### src/hw/rtl/hsv_hls_to_rgb_converter_macros.svh
`ifndef HSV_HLS_TO_RGB_CONVERTER_MACROS_SVH
`define HSV_HLS_TO_RGB_CONVERTER_MACROS_SVH

// Check a condition in the same cycle as its trigger
`define HHR_ASSERT_NOW(label, ante, cons, msg) \
    label: assert property (@(posedge i_clk) disable iff (!i_rst_n) (ante) |-> (cons)) \
        else $error(msg);

// Check a condition in the cycle after its trigger
`define HHR_ASSERT_NEXT(label, ante, cons, msg) \
    label: assert property (@(posedge i_clk) disable iff (!i_rst_n) (ante) |=> (cons)) \
        else $error(msg);

`endif

### src/hw/rtl/hhr_pkg.sv
package hhr_pkg;

    // Fixed point format: FRAC_BITS fraction bits, ONE stands for 1.0
    localparam int FRAC_BITS = 12;
    localparam int HUE_W     = FRAC_BITS;
    localparam int VAL_W     = FRAC_BITS + 1;
    localparam int X_W       = FRAC_BITS + 3;
    localparam int MAG_W     = FRAC_BITS + 2;
    localparam int BASE_W    = FRAC_BITS + 3;
    localparam int SUM_W     = FRAC_BITS + 4;
    localparam int SEXT_W    = X_W - FRAC_BITS;
    localparam int NUM_CH    = 3;

    localparam logic [VAL_W-1:0] ONE  = VAL_W'(1) << FRAC_BITS;
    localparam logic [VAL_W-1:0] HALF = VAL_W'(1) << (FRAC_BITS - 1);

    // Channel order
    localparam int CH_RED   = 0;
    localparam int CH_GREEN = 1;
    localparam int CH_BLUE  = 2;

    typedef enum logic [0:0] {
        SPACE_HSV = 1'b0,
        SPACE_HLS = 1'b1
    } t_space;

    // Front end result: scaled hue split, clamped inputs, first products
    typedef struct packed {
        t_space                   space;
        logic [SEXT_W-1:0]        sext;
        logic [VAL_W-1:0]         sat;
        logic [VAL_W-1:0]         val;
        logic [VAL_W-1:0]         sf;
        logic [VAL_W-1:0]         sg;
        logic [VAL_W-1:0]         ls;
        logic [NUM_CH-1:0][VAL_W-1:0] wgt;
    } t_front;

    // Per channel operands: result = base +/- (mag_a * mag_b) >> FRAC_BITS
    typedef struct packed {
        logic signed [BASE_W-1:0] base;
        logic [MAG_W-1:0]         mag_a;
        logic [VAL_W-1:0]         mag_b;
        logic                     neg;
    } t_chan;

    typedef t_chan [NUM_CH-1:0] t_chan_vec;

    // Per channel product awaiting the final sum
    typedef struct packed {
        logic signed [BASE_W-1:0] base;
        logic [MAG_W-1:0]         prod;
        logic                     neg;
    } t_prod;

endpackage

### src/hw/rtl/hsv_hls_to_rgb_converter.sv
// Five register stages; a request passes through the front end, select and combine.
// Throughput: one pixel per cycle unless the output stalls; each of the five stages
// has its own valid bit, and ready ripples back so an empty stage keeps taking
// requests under a stall.
// Reset (synchronous, active low) empties every stage and selects HSV as source space.
// The source space is sampled when a pixel enters; change it only while the block is idle.
module hsv_hls_to_rgb_converter (
    input  logic                      i_clk,
    input  logic                      i_rst_n,
    input  logic                      i_valid,
    output logic                      o_ready,
    input  logic [hhr_pkg::HUE_W-1:0] i_hue,
    input  logic [hhr_pkg::VAL_W-1:0] i_saturation,
    input  logic [hhr_pkg::VAL_W-1:0] i_value_or_lightness,
    output logic                      o_valid,
    input  logic                      i_ready,
    output logic [hhr_pkg::VAL_W-1:0] o_red,
    output logic [hhr_pkg::VAL_W-1:0] o_green,
    output logic [hhr_pkg::VAL_W-1:0] o_blue,
    input  logic                      i_cfg_we,
    input  logic                      i_cfg_data
);

    hhr_pkg::t_space    r_space;
    logic               front_vld;
    logic               front_rdy;
    hhr_pkg::t_front    front;
    logic               sel_vld;
    logic               sel_rdy;
    hhr_pkg::t_chan_vec chan;

    // Hold the source space register
    always_ff @(posedge i_clk) begin
        if (!i_rst_n) begin
            r_space <= hhr_pkg::SPACE_HSV;
        end else if (i_cfg_we) begin
            r_space <= hhr_pkg::t_space'(i_cfg_data);
        end
    end

    hhr_front u_front (
        .i_clk                (i_clk),
        .i_rst_n              (i_rst_n),
        .i_valid              (i_valid),
        .o_ready              (o_ready),
        .i_hue                (i_hue),
        .i_saturation         (i_saturation),
        .i_value_or_lightness (i_value_or_lightness),
        .i_space              (r_space),
        .o_valid              (front_vld),
        .i_ready              (front_rdy),
        .o_front              (front)
    );

    hhr_select u_select (
        .i_clk   (i_clk),
        .i_rst_n (i_rst_n),
        .i_valid (front_vld),
        .o_ready (front_rdy),
        .i_front (front),
        .o_valid (sel_vld),
        .i_ready (sel_rdy),
        .o_chan  (chan)
    );

    hhr_combine u_combine (
        .i_clk   (i_clk),
        .i_rst_n (i_rst_n),
        .i_valid (sel_vld),
        .o_ready (sel_rdy),
        .i_chan  (chan),
        .o_valid (o_valid),
        .i_ready (i_ready),
        .o_red   (o_red),
        .o_green (o_green),
        .o_blue  (o_blue)
    );

endmodule

### src/hw/rtl/hhr_front.sv
`include "hsv_hls_to_rgb_converter_macros.svh"

module hhr_front (
    input  logic                      i_clk,
    input  logic                      i_rst_n,
    input  logic                      i_valid,
    output logic                      o_ready,
    input  logic [hhr_pkg::HUE_W-1:0] i_hue,
    input  logic [hhr_pkg::VAL_W-1:0] i_saturation,
    input  logic [hhr_pkg::VAL_W-1:0] i_value_or_lightness,
    input  hhr_pkg::t_space           i_space,
    output logic                      o_valid,
    input  logic                      i_ready,
    output hhr_pkg::t_front           o_front
);

    localparam int Y_W = hhr_pkg::X_W + 1;
    localparam logic [Y_W-1:0] Y_ONE   = Y_W'(1) << hhr_pkg::FRAC_BITS;
    localparam logic [Y_W-1:0] Y_TWO   = Y_W'(2) << hhr_pkg::FRAC_BITS;
    localparam logic [Y_W-1:0] Y_THREE = Y_W'(3) << hhr_pkg::FRAC_BITS;
    localparam logic [Y_W-1:0] Y_FOUR  = Y_W'(4) << hhr_pkg::FRAC_BITS;
    localparam logic [Y_W-1:0] Y_SIX   = Y_W'(6) << hhr_pkg::FRAC_BITS;
    localparam logic [hhr_pkg::X_W-1:0] X_SIX = hhr_pkg::X_W'(6) << hhr_pkg::FRAC_BITS;
    localparam int PR_W = 2 * hhr_pkg::VAL_W;

    typedef struct packed {
        hhr_pkg::t_space           space;
        logic [hhr_pkg::X_W-1:0]   x;
        logic [hhr_pkg::VAL_W-1:0] sat;
        logic [hhr_pkg::VAL_W-1:0] val;
    } t_in;

    function automatic logic [hhr_pkg::VAL_W-1:0] clamp_one(
        input logic [hhr_pkg::VAL_W-1:0] a
    );
        return (a > hhr_pkg::ONE) ? hhr_pkg::ONE : a;
    endfunction

    // Bring a shifted hue back into one turn
    function automatic logic [Y_W-1:0] wrap_turn(input logic [Y_W-1:0] y);
        return (y >= Y_SIX) ? (y - Y_SIX) : y;
    endfunction

    // Ramp weight: rise over the first sextant, flat top, fall over the fourth
    function automatic logic [hhr_pkg::VAL_W-1:0] ramp_weight(input logic [Y_W-1:0] y);
        logic [Y_W-1:0] fall;
        fall = Y_FOUR - y;
        if (y < Y_ONE) begin
            return y[hhr_pkg::VAL_W-1:0];
        end else if (y < Y_THREE) begin
            return hhr_pkg::ONE;
        end else if (y < Y_FOUR) begin
            return fall[hhr_pkg::VAL_W-1:0];
        end else begin
            return '0;
        end
    endfunction

    logic                      r_s1_vld;
    t_in                       r_s1;
    t_in                       n_s1;
    logic                      s1_rdy;
    logic                      r_s2_vld;
    hhr_pkg::t_front           r_s2;
    hhr_pkg::t_front           n_s2;
    logic                      s2_rdy;
    logic [hhr_pkg::FRAC_BITS-1:0] frac;
    logic [hhr_pkg::VAL_W-1:0] frac_inv;
    logic [PR_W-1:0]           pr_sf;
    logic [PR_W-1:0]           pr_sg;
    logic [PR_W-1:0]           pr_ls;
    logic [Y_W-1:0]            y_red;
    logic [Y_W-1:0]            y_green;
    logic [Y_W-1:0]            y_blue;

    assign s2_rdy  = !r_s2_vld || i_ready;
    assign s1_rdy  = !r_s1_vld || s2_rdy;
    assign o_ready = s1_rdy;

    // Clamp inputs and scale hue by six
    always_comb begin
        n_s1.space = i_space;
        n_s1.x     = (hhr_pkg::X_W'(i_hue) << 2) + (hhr_pkg::X_W'(i_hue) << 1);
        n_s1.sat   = clamp_one(i_saturation);
        n_s1.val   = clamp_one(i_value_or_lightness);
    end

    always_ff @(posedge i_clk) begin
        if (!i_rst_n) begin
            r_s1_vld <= 1'b0;
        end else if (s1_rdy) begin
            r_s1_vld <= i_valid;
        end
    end

    always_ff @(posedge i_clk) begin
        if (i_valid && s1_rdy) begin
            r_s1 <= n_s1;
        end
    end

    // Form the saturation products and the ramp weights
    always_comb begin
        frac     = r_s1.x[hhr_pkg::FRAC_BITS-1:0];
        frac_inv = hhr_pkg::ONE - hhr_pkg::VAL_W'(frac);
        pr_sf    = PR_W'(r_s1.sat) * PR_W'(frac);
        pr_sg    = PR_W'(r_s1.sat) * PR_W'(frac_inv);
        pr_ls    = PR_W'(r_s1.sat) * PR_W'(r_s1.val);
        y_green  = Y_W'(r_s1.x);
        y_red    = wrap_turn(Y_W'(r_s1.x) + Y_TWO);
        y_blue   = wrap_turn(Y_W'(r_s1.x) + Y_FOUR);

        n_s2.space = r_s1.space;
        n_s2.sext  = r_s1.x[hhr_pkg::X_W-1:hhr_pkg::FRAC_BITS];
        n_s2.sat   = r_s1.sat;
        n_s2.val   = r_s1.val;
        n_s2.sf    = pr_sf[hhr_pkg::FRAC_BITS +: hhr_pkg::VAL_W];
        n_s2.sg    = pr_sg[hhr_pkg::FRAC_BITS +: hhr_pkg::VAL_W];
        n_s2.ls    = pr_ls[hhr_pkg::FRAC_BITS +: hhr_pkg::VAL_W];
        n_s2.wgt[hhr_pkg::CH_RED]   = ramp_weight(y_red);
        n_s2.wgt[hhr_pkg::CH_GREEN] = ramp_weight(y_green);
        n_s2.wgt[hhr_pkg::CH_BLUE]  = ramp_weight(y_blue);
    end

    always_ff @(posedge i_clk) begin
        if (!i_rst_n) begin
            r_s2_vld <= 1'b0;
        end else if (s2_rdy) begin
            r_s2_vld <= r_s1_vld;
        end
    end

    always_ff @(posedge i_clk) begin
        if (r_s1_vld && s2_rdy) begin
            r_s2 <= n_s2;
        end
    end

    assign o_valid = r_s2_vld;
    assign o_front = r_s2;

    `HHR_ASSERT_NOW(a_hue_in_turn, r_s1_vld, r_s1.x < X_SIX, "scaled hue beyond one turn")
    `HHR_ASSERT_NOW(a_prod_bound, r_s2_vld,
        (r_s2.sf <= r_s2.sat) && (r_s2.sg <= r_s2.sat) && (r_s2.ls <= r_s2.sat),
        "saturation product exceeds saturation")

endmodule

### src/hw/rtl/hhr_select.sv
`include "hsv_hls_to_rgb_converter_macros.svh"

module hhr_select (
    input  logic               i_clk,
    input  logic               i_rst_n,
    input  logic               i_valid,
    output logic               o_ready,
    input  hhr_pkg::t_front    i_front,
    output logic               o_valid,
    input  logic               i_ready,
    output hhr_pkg::t_chan_vec o_chan
);

    localparam logic [hhr_pkg::SEXT_W-1:0] SEXT_RED_RISE   = 3'd0;
    localparam logic [hhr_pkg::SEXT_W-1:0] SEXT_GREEN_TOP  = 3'd1;
    localparam logic [hhr_pkg::SEXT_W-1:0] SEXT_BLUE_RISE  = 3'd2;
    localparam logic [hhr_pkg::SEXT_W-1:0] SEXT_GREEN_FALL = 3'd3;
    localparam logic [hhr_pkg::SEXT_W-1:0] SEXT_RED_RETURN = 3'd4;

    logic                      r_vld;
    hhr_pkg::t_chan_vec        r_chan;
    hhr_pkg::t_chan_vec        n_chan;
    logic [hhr_pkg::VAL_W-1:0] b_p1;
    logic [hhr_pkg::VAL_W-1:0] b_p2;
    logic [hhr_pkg::VAL_W-1:0] b_p3;
    logic [hhr_pkg::NUM_CH-1:0][hhr_pkg::VAL_W-1:0] hsv_b;
    logic signed [hhr_pkg::BASE_W-1:0] l_s;
    logic signed [hhr_pkg::BASE_W-1:0] s_s;
    logic signed [hhr_pkg::BASE_W-1:0] ls_s;
    logic signed [hhr_pkg::BASE_W-1:0] m2;
    logic signed [hhr_pkg::BASE_W-1:0] m1;
    logic signed [hhr_pkg::BASE_W-1:0] d;
    logic signed [hhr_pkg::BASE_W-1:0] d_abs;

    assign o_ready = !r_vld || i_ready;

    // Pick the HSV multiplier operand of each channel by sextant
    always_comb begin
        b_p1 = hhr_pkg::ONE - i_front.sat;
        b_p2 = hhr_pkg::ONE - i_front.sf;
        b_p3 = hhr_pkg::ONE - i_front.sg;
        unique case (i_front.sext)
            SEXT_RED_RISE: begin
                hsv_b = {b_p1, b_p3, hhr_pkg::ONE};
            end
            SEXT_GREEN_TOP: begin
                hsv_b = {b_p1, hhr_pkg::ONE, b_p2};
            end
            SEXT_BLUE_RISE: begin
                hsv_b = {b_p3, hhr_pkg::ONE, b_p1};
            end
            SEXT_GREEN_FALL: begin
                hsv_b = {hhr_pkg::ONE, b_p2, b_p1};
            end
            SEXT_RED_RETURN: begin
                hsv_b = {hhr_pkg::ONE, b_p1, b_p3};
            end
            default: begin
                hsv_b = {b_p2, b_p1, hhr_pkg::ONE};
            end
        endcase
    end

    // Derive the HLS levels m1 and m2
    always_comb begin
        l_s  = $signed(hhr_pkg::BASE_W'(i_front.val));
        s_s  = $signed(hhr_pkg::BASE_W'(i_front.sat));
        ls_s = $signed(hhr_pkg::BASE_W'(i_front.ls));
        if (i_front.val <= hhr_pkg::HALF) begin
            m2 = l_s + ls_s;
        end else begin
            m2 = l_s + s_s - ls_s;
        end
        m1    = l_s + l_s - m2;
        d     = m2 - m1;
        d_abs = d[hhr_pkg::BASE_W-1] ? -d : d;
    end

    // Assemble the per channel operands
    always_comb begin
        for (int c = 0; c < hhr_pkg::NUM_CH; c++) begin
            if (i_front.space == hhr_pkg::SPACE_HSV) begin
                n_chan[c].base  = '0;
                n_chan[c].mag_a = hhr_pkg::MAG_W'(i_front.val);
                n_chan[c].mag_b = hsv_b[c];
                n_chan[c].neg   = 1'b0;
            end else begin
                n_chan[c].base  = m1;
                n_chan[c].mag_a = d_abs[hhr_pkg::MAG_W-1:0];
                n_chan[c].mag_b = i_front.wgt[c];
                n_chan[c].neg   = d[hhr_pkg::BASE_W-1];
            end
        end
    end

    always_ff @(posedge i_clk) begin
        if (!i_rst_n) begin
            r_vld <= 1'b0;
        end else if (o_ready) begin
            r_vld <= i_valid;
        end
    end

    always_ff @(posedge i_clk) begin
        if (i_valid && o_ready) begin
            r_chan <= n_chan;
        end
    end

    assign o_valid = r_vld;
    assign o_chan  = r_chan;

    `HHR_ASSERT_NOW(a_weight_bound, r_vld,
        (r_chan[0].mag_b <= hhr_pkg::ONE) && (r_chan[1].mag_b <= hhr_pkg::ONE) &&
        (r_chan[2].mag_b <= hhr_pkg::ONE), "multiplier operand above one")
    `HHR_ASSERT_NOW(a_levels_nonneg, r_vld,
        !r_chan[0].neg && !r_chan[1].neg && !r_chan[2].neg &&
        !r_chan[0].base[hhr_pkg::BASE_W-1] && !r_chan[1].base[hhr_pkg::BASE_W-1] &&
        !r_chan[2].base[hhr_pkg::BASE_W-1], "negative level or slope")
    `HHR_ASSERT_NEXT(a_stall_holds, r_vld && !i_ready, r_vld && $stable(r_chan),
        "stalled stage lost or changed its request")

endmodule

### src/hw/rtl/hhr_combine.sv
`include "hsv_hls_to_rgb_converter_macros.svh"

module hhr_combine (
    input  logic                      i_clk,
    input  logic                      i_rst_n,
    input  logic                      i_valid,
    output logic                      o_ready,
    input  hhr_pkg::t_chan_vec        i_chan,
    output logic                      o_valid,
    input  logic                      i_ready,
    output logic [hhr_pkg::VAL_W-1:0] o_red,
    output logic [hhr_pkg::VAL_W-1:0] o_green,
    output logic [hhr_pkg::VAL_W-1:0] o_blue
);

    localparam int PR_W = hhr_pkg::MAG_W + hhr_pkg::VAL_W;

    logic                      r_p_vld;
    hhr_pkg::t_prod [hhr_pkg::NUM_CH-1:0] r_p;
    hhr_pkg::t_prod [hhr_pkg::NUM_CH-1:0] n_p;
    logic                      p_rdy;
    logic                      r_o_vld;
    logic [hhr_pkg::NUM_CH-1:0][hhr_pkg::VAL_W-1:0] r_out;
    logic [hhr_pkg::NUM_CH-1:0][hhr_pkg::VAL_W-1:0] n_out;
    logic                      o_rdy;
    logic [hhr_pkg::NUM_CH-1:0][PR_W-1:0] prod;
    logic signed [hhr_pkg::NUM_CH-1:0][hhr_pkg::SUM_W-1:0] sum;

    assign o_rdy   = !r_o_vld || i_ready;
    assign p_rdy   = !r_p_vld || o_rdy;
    assign o_ready = p_rdy;

    // Multiply each channel, drop the fraction bits
    always_comb begin
        for (int c = 0; c < hhr_pkg::NUM_CH; c++) begin
            prod[c]      = PR_W'(i_chan[c].mag_a) * PR_W'(i_chan[c].mag_b);
            n_p[c].base  = i_chan[c].base;
            n_p[c].prod  = prod[c][hhr_pkg::FRAC_BITS +: hhr_pkg::MAG_W];
            n_p[c].neg   = i_chan[c].neg;
        end
    end

    always_ff @(posedge i_clk) begin
        if (!i_rst_n) begin
            r_p_vld <= 1'b0;
        end else if (p_rdy) begin
            r_p_vld <= i_valid;
        end
    end

    always_ff @(posedge i_clk) begin
        if (i_valid && p_rdy) begin
            r_p <= n_p;
        end
    end

    // Add to the base level and saturate to 0..one
    always_comb begin
        for (int c = 0; c < hhr_pkg::NUM_CH; c++) begin
            if (r_p[c].neg) begin
                sum[c] = hhr_pkg::SUM_W'(r_p[c].base)
                       - $signed(hhr_pkg::SUM_W'(r_p[c].prod));
            end else begin
                sum[c] = hhr_pkg::SUM_W'(r_p[c].base)
                       + $signed(hhr_pkg::SUM_W'(r_p[c].prod));
            end
            if (sum[c][hhr_pkg::SUM_W-1]) begin
                n_out[c] = '0;
            end else if (sum[c] > $signed(hhr_pkg::SUM_W'(hhr_pkg::ONE))) begin
                n_out[c] = hhr_pkg::ONE;
            end else begin
                n_out[c] = sum[c][hhr_pkg::VAL_W-1:0];
            end
        end
    end

    always_ff @(posedge i_clk) begin
        if (!i_rst_n) begin
            r_o_vld <= 1'b0;
        end else if (o_rdy) begin
            r_o_vld <= r_p_vld;
        end
    end

    always_ff @(posedge i_clk) begin
        if (r_p_vld && o_rdy) begin
            r_out <= n_out;
        end
    end

    assign o_valid = r_o_vld;
    assign o_red   = r_out[hhr_pkg::CH_RED];
    assign o_green = r_out[hhr_pkg::CH_GREEN];
    assign o_blue  = r_out[hhr_pkg::CH_BLUE];

    `HHR_ASSERT_NOW(a_out_range, o_valid,
        (o_red <= hhr_pkg::ONE) && (o_green <= hhr_pkg::ONE) && (o_blue <= hhr_pkg::ONE),
        "result above one")

endmodule

### config.mk
export PLATFORM = sky130hd
export DESIGN_NAME = hsv_hls_to_rgb_converter
export DESIGN_NICKNAME = d
export VERILOG_FILES = /design/src/hw/rtl/hhr_pkg.sv /design/src/hw/rtl/hsv_hls_to_rgb_converter.sv /design/src/hw/rtl/hhr_front.sv /design/src/hw/rtl/hhr_select.sv /design/src/hw/rtl/hhr_combine.sv
export VERILOG_INCLUDE_DIRS = /design/src /design/src/hw/rtl
export SDC_FILE = /design/constraint.sdc
export NUM_CORES = 2
export LEC_CHECK = 0
export BUFFER_PORTS_ARGS = -buffer_cell sky130_fd_sc_hd__buf_2
export CAP_MARGIN = 40
export CORE_MARGIN = 1.5
export CORE_UTILIZATION = 50
export CTS_BUF_LIST = sky130_fd_sc_hd__clkbuf_4 sky130_fd_sc_hd__clkbuf_8
export CTS_CLUSTER_DIAMETER = 60
export DETAILED_ROUTE_END_ITERATION = 8
export PLACE_DENSITY = 0.74
export SYNTH_ARGS = -nofsm -noshare
export SYNTH_HDL_FRONTEND = slang
export SYNTH_HIERARCHICAL = 1
export SYNTH_SLANG_ARGS = --single-unit
export TNS_END_PERCENT = 1
### constraint.sdc
create_clock -name i_clk -period 16.17 [get_ports i_clk]
set_input_delay 2.4255 -clock i_clk [delete_from_list [all_inputs] [get_ports i_clk]]
set_output_delay 2.4255 -clock i_clk [all_outputs]
set_load 0.05 [all_outputs]
# Word-level counts from Yosys, hierarchy flattened
# Cells that the tools add are included.
[totals]
out_inout_bits = 41
latchBits = 0
mem_count = 0
rom_bits = 0
in_bits = 44
reg_bits = 348
ram_bits = 0
[op_classes]
n_eq_ne = 4
order_cmp = 17
n_div = 0
reduce_logical = 19
bitwise = 0
n_shift = 0
add_sub_neg = 25
n_mux = 23
n_mul = 6
[op_table]
columns = ["cell", "n"]
rows = [
  ["39-bit case mux with 5 select lines", 1],
  ["13-bit 2-to-1 mux", 12],
  ["27-bit 2-to-1 mux", 3],
  ["16-bit 2-to-1 mux", 5],
  ["14-bit by 13-bit multiplier with 26-bit output", 3],
  ["13-bit by 13-bit multiplier with 25-bit output", 2],
  ["15-bit by 15-bit adder with 16-bit output", 3],
  ["16-bit by 13-bit > comparator with 1-bit output (second input constant)", 3],
  ["15-bit by 15-bit subtractor with 16-bit output", 3],
  ["13-bit by 13-bit adder with 14-bit output", 3],
  ["1-bit by 13-bit subtractor with 13-bit output (first input constant)", 3],
  ["13-bit subtractor (first input constant)", 3],
  ["16-bit by 15-bit >= comparator with 1-bit output (second input constant)", 2],
  ["16-bit by 13-bit less-than comparator with 1-bit output (second input constant)", 2],
  ["16-bit by 14-bit less-than comparator with 1-bit output (second input constant)", 2],
  ["16-bit by 15-bit less-than comparator with 1-bit output (second input constant)", 2],
  ["16-bit by 15-bit subtractor with 16-bit output (second input constant)", 2],
  ["15-bit subtractor", 2],
  ["13-bit > comparator (second input constant)", 2],
  ["13-bit by 12-bit multiplier with 25-bit output", 1],
  ["15-bit by 14-bit adder with 16-bit output (second input constant)", 1],
  ["15-bit by 15-bit adder with 16-bit output (second input constant)", 1],
  ["14-bit by 13-bit adder with 15-bit output", 1],
  ["15-bit by 13-bit less-than comparator with 1-bit output (second input constant)", 1],
  ["16 further kinds", 31],
]

# Logic depth before layout (Yosys ltp)
[depth]
ltp_word = 8
mapped_depth = 29

# Hierarchy
# The synthesis kept the hierarchy.
[by_module_without_submodules]
columns = ["module", "cells_each", "area_each_um2", "n_inst"]
rows = [
  ["hhr_combine", 2593, 24013.0, 1],
  ["hhr_front", 2069, 20363.3, 1],
  ["hhr_select", 986, 8185.4, 1],
  ["hsv_hls_to_rgb_converter", 3, 36.3, 1],
]

# Worst setup path before layout
# No wires, ideal clock.
[synth_timing]
path_kind = "input port to flip-flop"
startpoint = "input port i_ready"
endpoint = "register u_front.r_s2 (netlist bit u_front/o_front[100]) (enable)"
path_stages = 5
required_time_ns = 15.587
t_arrival_ns = 7.408
setup_ns = 0.583
n_path_buf = 0
setup_slack_ns = 8.179
path_cell_list = "nor2b_1 nand2_1 nand2b_1 nor2b_1 nor2b_1"
[synth_via]
elab_chain_len = 5
[synth_lines]
columns = ["item", "line", "rtl"]
rows = [
  ["start: declaration", "hsv_hls_to_rgb_converter.sv:16", "input logic i_ready,"],
  ["1-bit logical OR", "hhr_combine.sv:29", "assign o_rdy = !r_o_vld || i_ready;"],
  ["1-bit logical OR", "hhr_combine.sv:30", "assign p_rdy = !r_p_vld || o_rdy;"],
  ["net sel_rdy", "hsv_hls_to_rgb_converter.sv:29", "logic sel_rdy;"],
  ["1-bit logical OR", "hhr_select.sv:35", "assign o_ready = !r_vld || i_ready;"],
  ["net front_rdy", "hsv_hls_to_rgb_converter.sv:26", "logic front_rdy;"],
  ["1-bit logical OR", "hhr_front.sv:76", "assign s2_rdy = !r_s2_vld || i_ready;"],
  ["1-bit logical AND", "hhr_front.sv:134", "if (r_s1_vld && s2_rdy) begin"],
  ["end signal: assignment", "hhr_front.sv:135", "r_s2 <= n_s2;"],
  ["end: declaration", "hhr_front.sv:64", "hhr_pkg::t_front r_s2;"],
]
# The timed path passes the listed nets, and every way through them passes these cells.
# A chain may end at the register's enable or synchronous reset.

==> metrics.md <==
| Metric | Value |
|---|---|
| Unrepaired setup endpoints after global routing | false |
| Largest net degree at the start of global routing | just over 90 |
| Yosys top cell area share | between 20 and 30% |
| Drt first pass iters | 5 |
| Sequential share of the synthesized area | between 10% and 20% |
| Share of synthesized flip-flops with an asynchronous set or reset | 0% |
| Cts hold-fix bufs | 0 |
| Crit-path leading delay family | adder cells |
| Vias/cell | 5.36 |
| Detail Placement HPWL | about 94,000 microns |
| Initial DRC count | 2,370 |
| Die Y | between 300 and 400 microns |
| Largest cells by area after synthesis | fa_1 (28%), edfxtp_1 (20%), ha_1 (13%) |
| Initial core utilization | between 50 and 60% |
| Hold depth | 0 |
| Die Area | ~110,000 sq um |
| Worst Setup Path Type | flip-flop to flip-flop |
| Gpl congestion | approximately 0.9 |
| Critical R2R Launch | u_front/frac[2] |
| Outcome | finished, final reports clean |
| CTS tree | yes |
| Global-route usage over all layers | 23.1% |
| Worst endpoint required time | between 15 and 20 ns |
| HP Class | flip-flop to flip-flop |
| Critical-path top delay cell | edfxtp_1 |
| Layout cells sized above 1 | 6.02% |
| DRC | 0 |
| Worst reg2reg setup slack | ~8.6 ns |
| Reg2reg end | u_front/o_front[64] |
| Fmax | about 130 MHz |
| Clk_lat worst skew | between 0.6 and 0.7 ns |
| Initial antenna violation count | 1 |
| Setup violators final | 0 |
| Largest area contributor in the netlist | fa_1 |
| CP endpoint kind | flip-flop |
| Synth Instances | 5,651 |
| Hold Violations, Final | 0 |
| Setup bufs post-CTS | 0 |
| Max incr delay on CP | just over 0.6 ns |
| Most frequent cells in the layout | inv_1 (1,108), fa_1 (733), nand2_1 (677) |
| Vias in the first global route | 39.3k |
| H-tree depth | 3 |
| Number of gates resized after cts | 0 |
| Worst r2r path cells | 25 |
| Clk sink count | 350 |
| Tightest Pin Transition | 0.899 ns |
| Crit path time final | 7.53 ns |
| DRT Wirelength | 120,000 microns |
| Most common cell after layout, fill and taps aside | inv_1 |
| Tcrit/Tclk final | between 40% and 50% |
| Fin. max-slew vios | 0 |
| Vias | between 30k and 40k |
| Area delta synth->final | 5.44% |
| Post-DRT Antenna Nets | 0 |
| CTS Buf Count | 67 |
| Hold_sp | u_front/n_s2[107] |
| Ys flop type | edfxtp_1 |
| Row count | about 120 |
| Synth Cell Area | 52,600 sq um |
| Core Area | ~100,000 sq um |
| Max Cap Viol | 0 |
| Reg clk slew, reported paths | 0.06 ns |
| Cell variety after synth | roughly 110 |
| Number of synthesized flops with an enable pin | ~340 |
| CP Data Arrival Time | 7.97 ns |
| Final Cell Area | between 50,000 and 60,000 sq um |
| Setup_tns | 0 ns |
| Clk_skew | between 0.04 and 0.05 ns |
| Clock tree buffer depth | 3 |
| Die width | around 330 microns |
| # port buffers | between 80 and 90 |
| Yosys Warn Count | 6 |
| Hold Path End | u_front/o_front[107] |
| Ports | 85 |
| Slew margin rel. | 39.8% |
| Syn_area_per_cell | between 9 and 10 sq um |
| GRT Residual Overflow | 0 |
| CP max FO | 18 |
| Critical Path Source Type | flip-flop |
| Worst Path Buf+Inv | 5 |
| WL per Instance | approximately 17 microns |
| Seq cells post-synth | 350 |
| Layout Nets | just under 7k |
| Clock Tree Root | clkbuf_8 |
| Placed Area | approximately 54,000 sq um |
| Global-route wire length before repair | approximately 200,000 microns |
metrics by stage:
step	std cells	utilization (%)	hold slack (ns)	setup WS, ns
after floorplan	5653	-	0.400	8.18
after global placement	6880	51.8	0.405	8.88
final	7013	53.4	0.428	8.64
after detailed placement	6889	51.9	0.411	8.65
after CTS	7012	53.4	0.435	8.68
after global routing	7013	53.4	0.448	8.26
sequential cells by signal, indices dropped and copies added (netlist names), 11 cells and up:
register           flops
u_front/o_front      105
u_combine/o_green     13
u_combine/r_p         90
u_select/o_chan       69
u_combine/o_red       13
u_combine/o_blue      13
u_front/frac          11
u_front/n_s2          30
worst max-delay path by stage:
stage | end | cells past startpoint | startpoint
after floorplan | u_front/o_front[100] | 5 | i_ready
after global placement | u_front/o_front[64] | 24 | u_front/frac[1]
after detailed placement | u_front/o_front[64] | 25 | u_front/frac[2]
after CTS | u_front/o_front[64] | 24 | u_front/frac[2]
after global routing | u_front/o_front[64] | 25 | u_front/frac[2]
final | u_front/o_front[64] | 25 | u_front/frac[2]
layout make-up:
cell class | count | area [sq um]
Timing Repair Buffer | 142 | 953
Sequential cell | 350 | 10500
Clock buffer | 82 | 1040
Inverter | 1108 | 4160
Tap cell | 1380 | 1730
Fill cell | 9197 | 48500
Clock inverter | 41 | 437
Multi-Input combinational cell | 3909 | 36700
Antenna cell | 1 | 2.50
per-layer routing:
layer  vias to the layer above  share of wire, %  global-route usage (%)
met3                       230               5.3                    2.75
met4                         0               3.4                    8.38
met2                      1109                49                    40.0
met5                         -                 0                       0
met1                     18635                42                    29.8
li1                      17637                 -                       -
cell usage after synthesis (22+ instances only):
library cell  count
buf_4            64
nand3_1          35
nor2b_1          74
a21oi_1         188
a21o_1           50
nor2_1          230
nand4_1          22
fa_1            733
nand2_1         677
and2_1          460
inv_1          1108
xor2_1           75
xnor2_1         177
o21a_1           40
o211ai_1         23
o21ai_0         117
ha_1            531
nor3_1           74
nor4_1           23
clkbuf_1        213
edfxtp_1        344
logic make-up (layout without fill, tap and decap cells):
group	count (synthesis)	count (layout)	share of synthesized area, %
AND/OR/NAND/NOR	1718	1718	16.2
other	1	4	0.00713
adder cells (fa/ha/maj)	1264	1264	40.5
flip-flops	350	350	19.9
AO/OA/AOI/OAI	644	644	8.23
XOR/XNOR	253	253	4.23
multiplexers	27	27	0.542
buffers and inverters	1394	1373	10.4
Power is not shown: default switching activity piles up to over one toggle a cycle in this logic, so the estimate is an artifact.
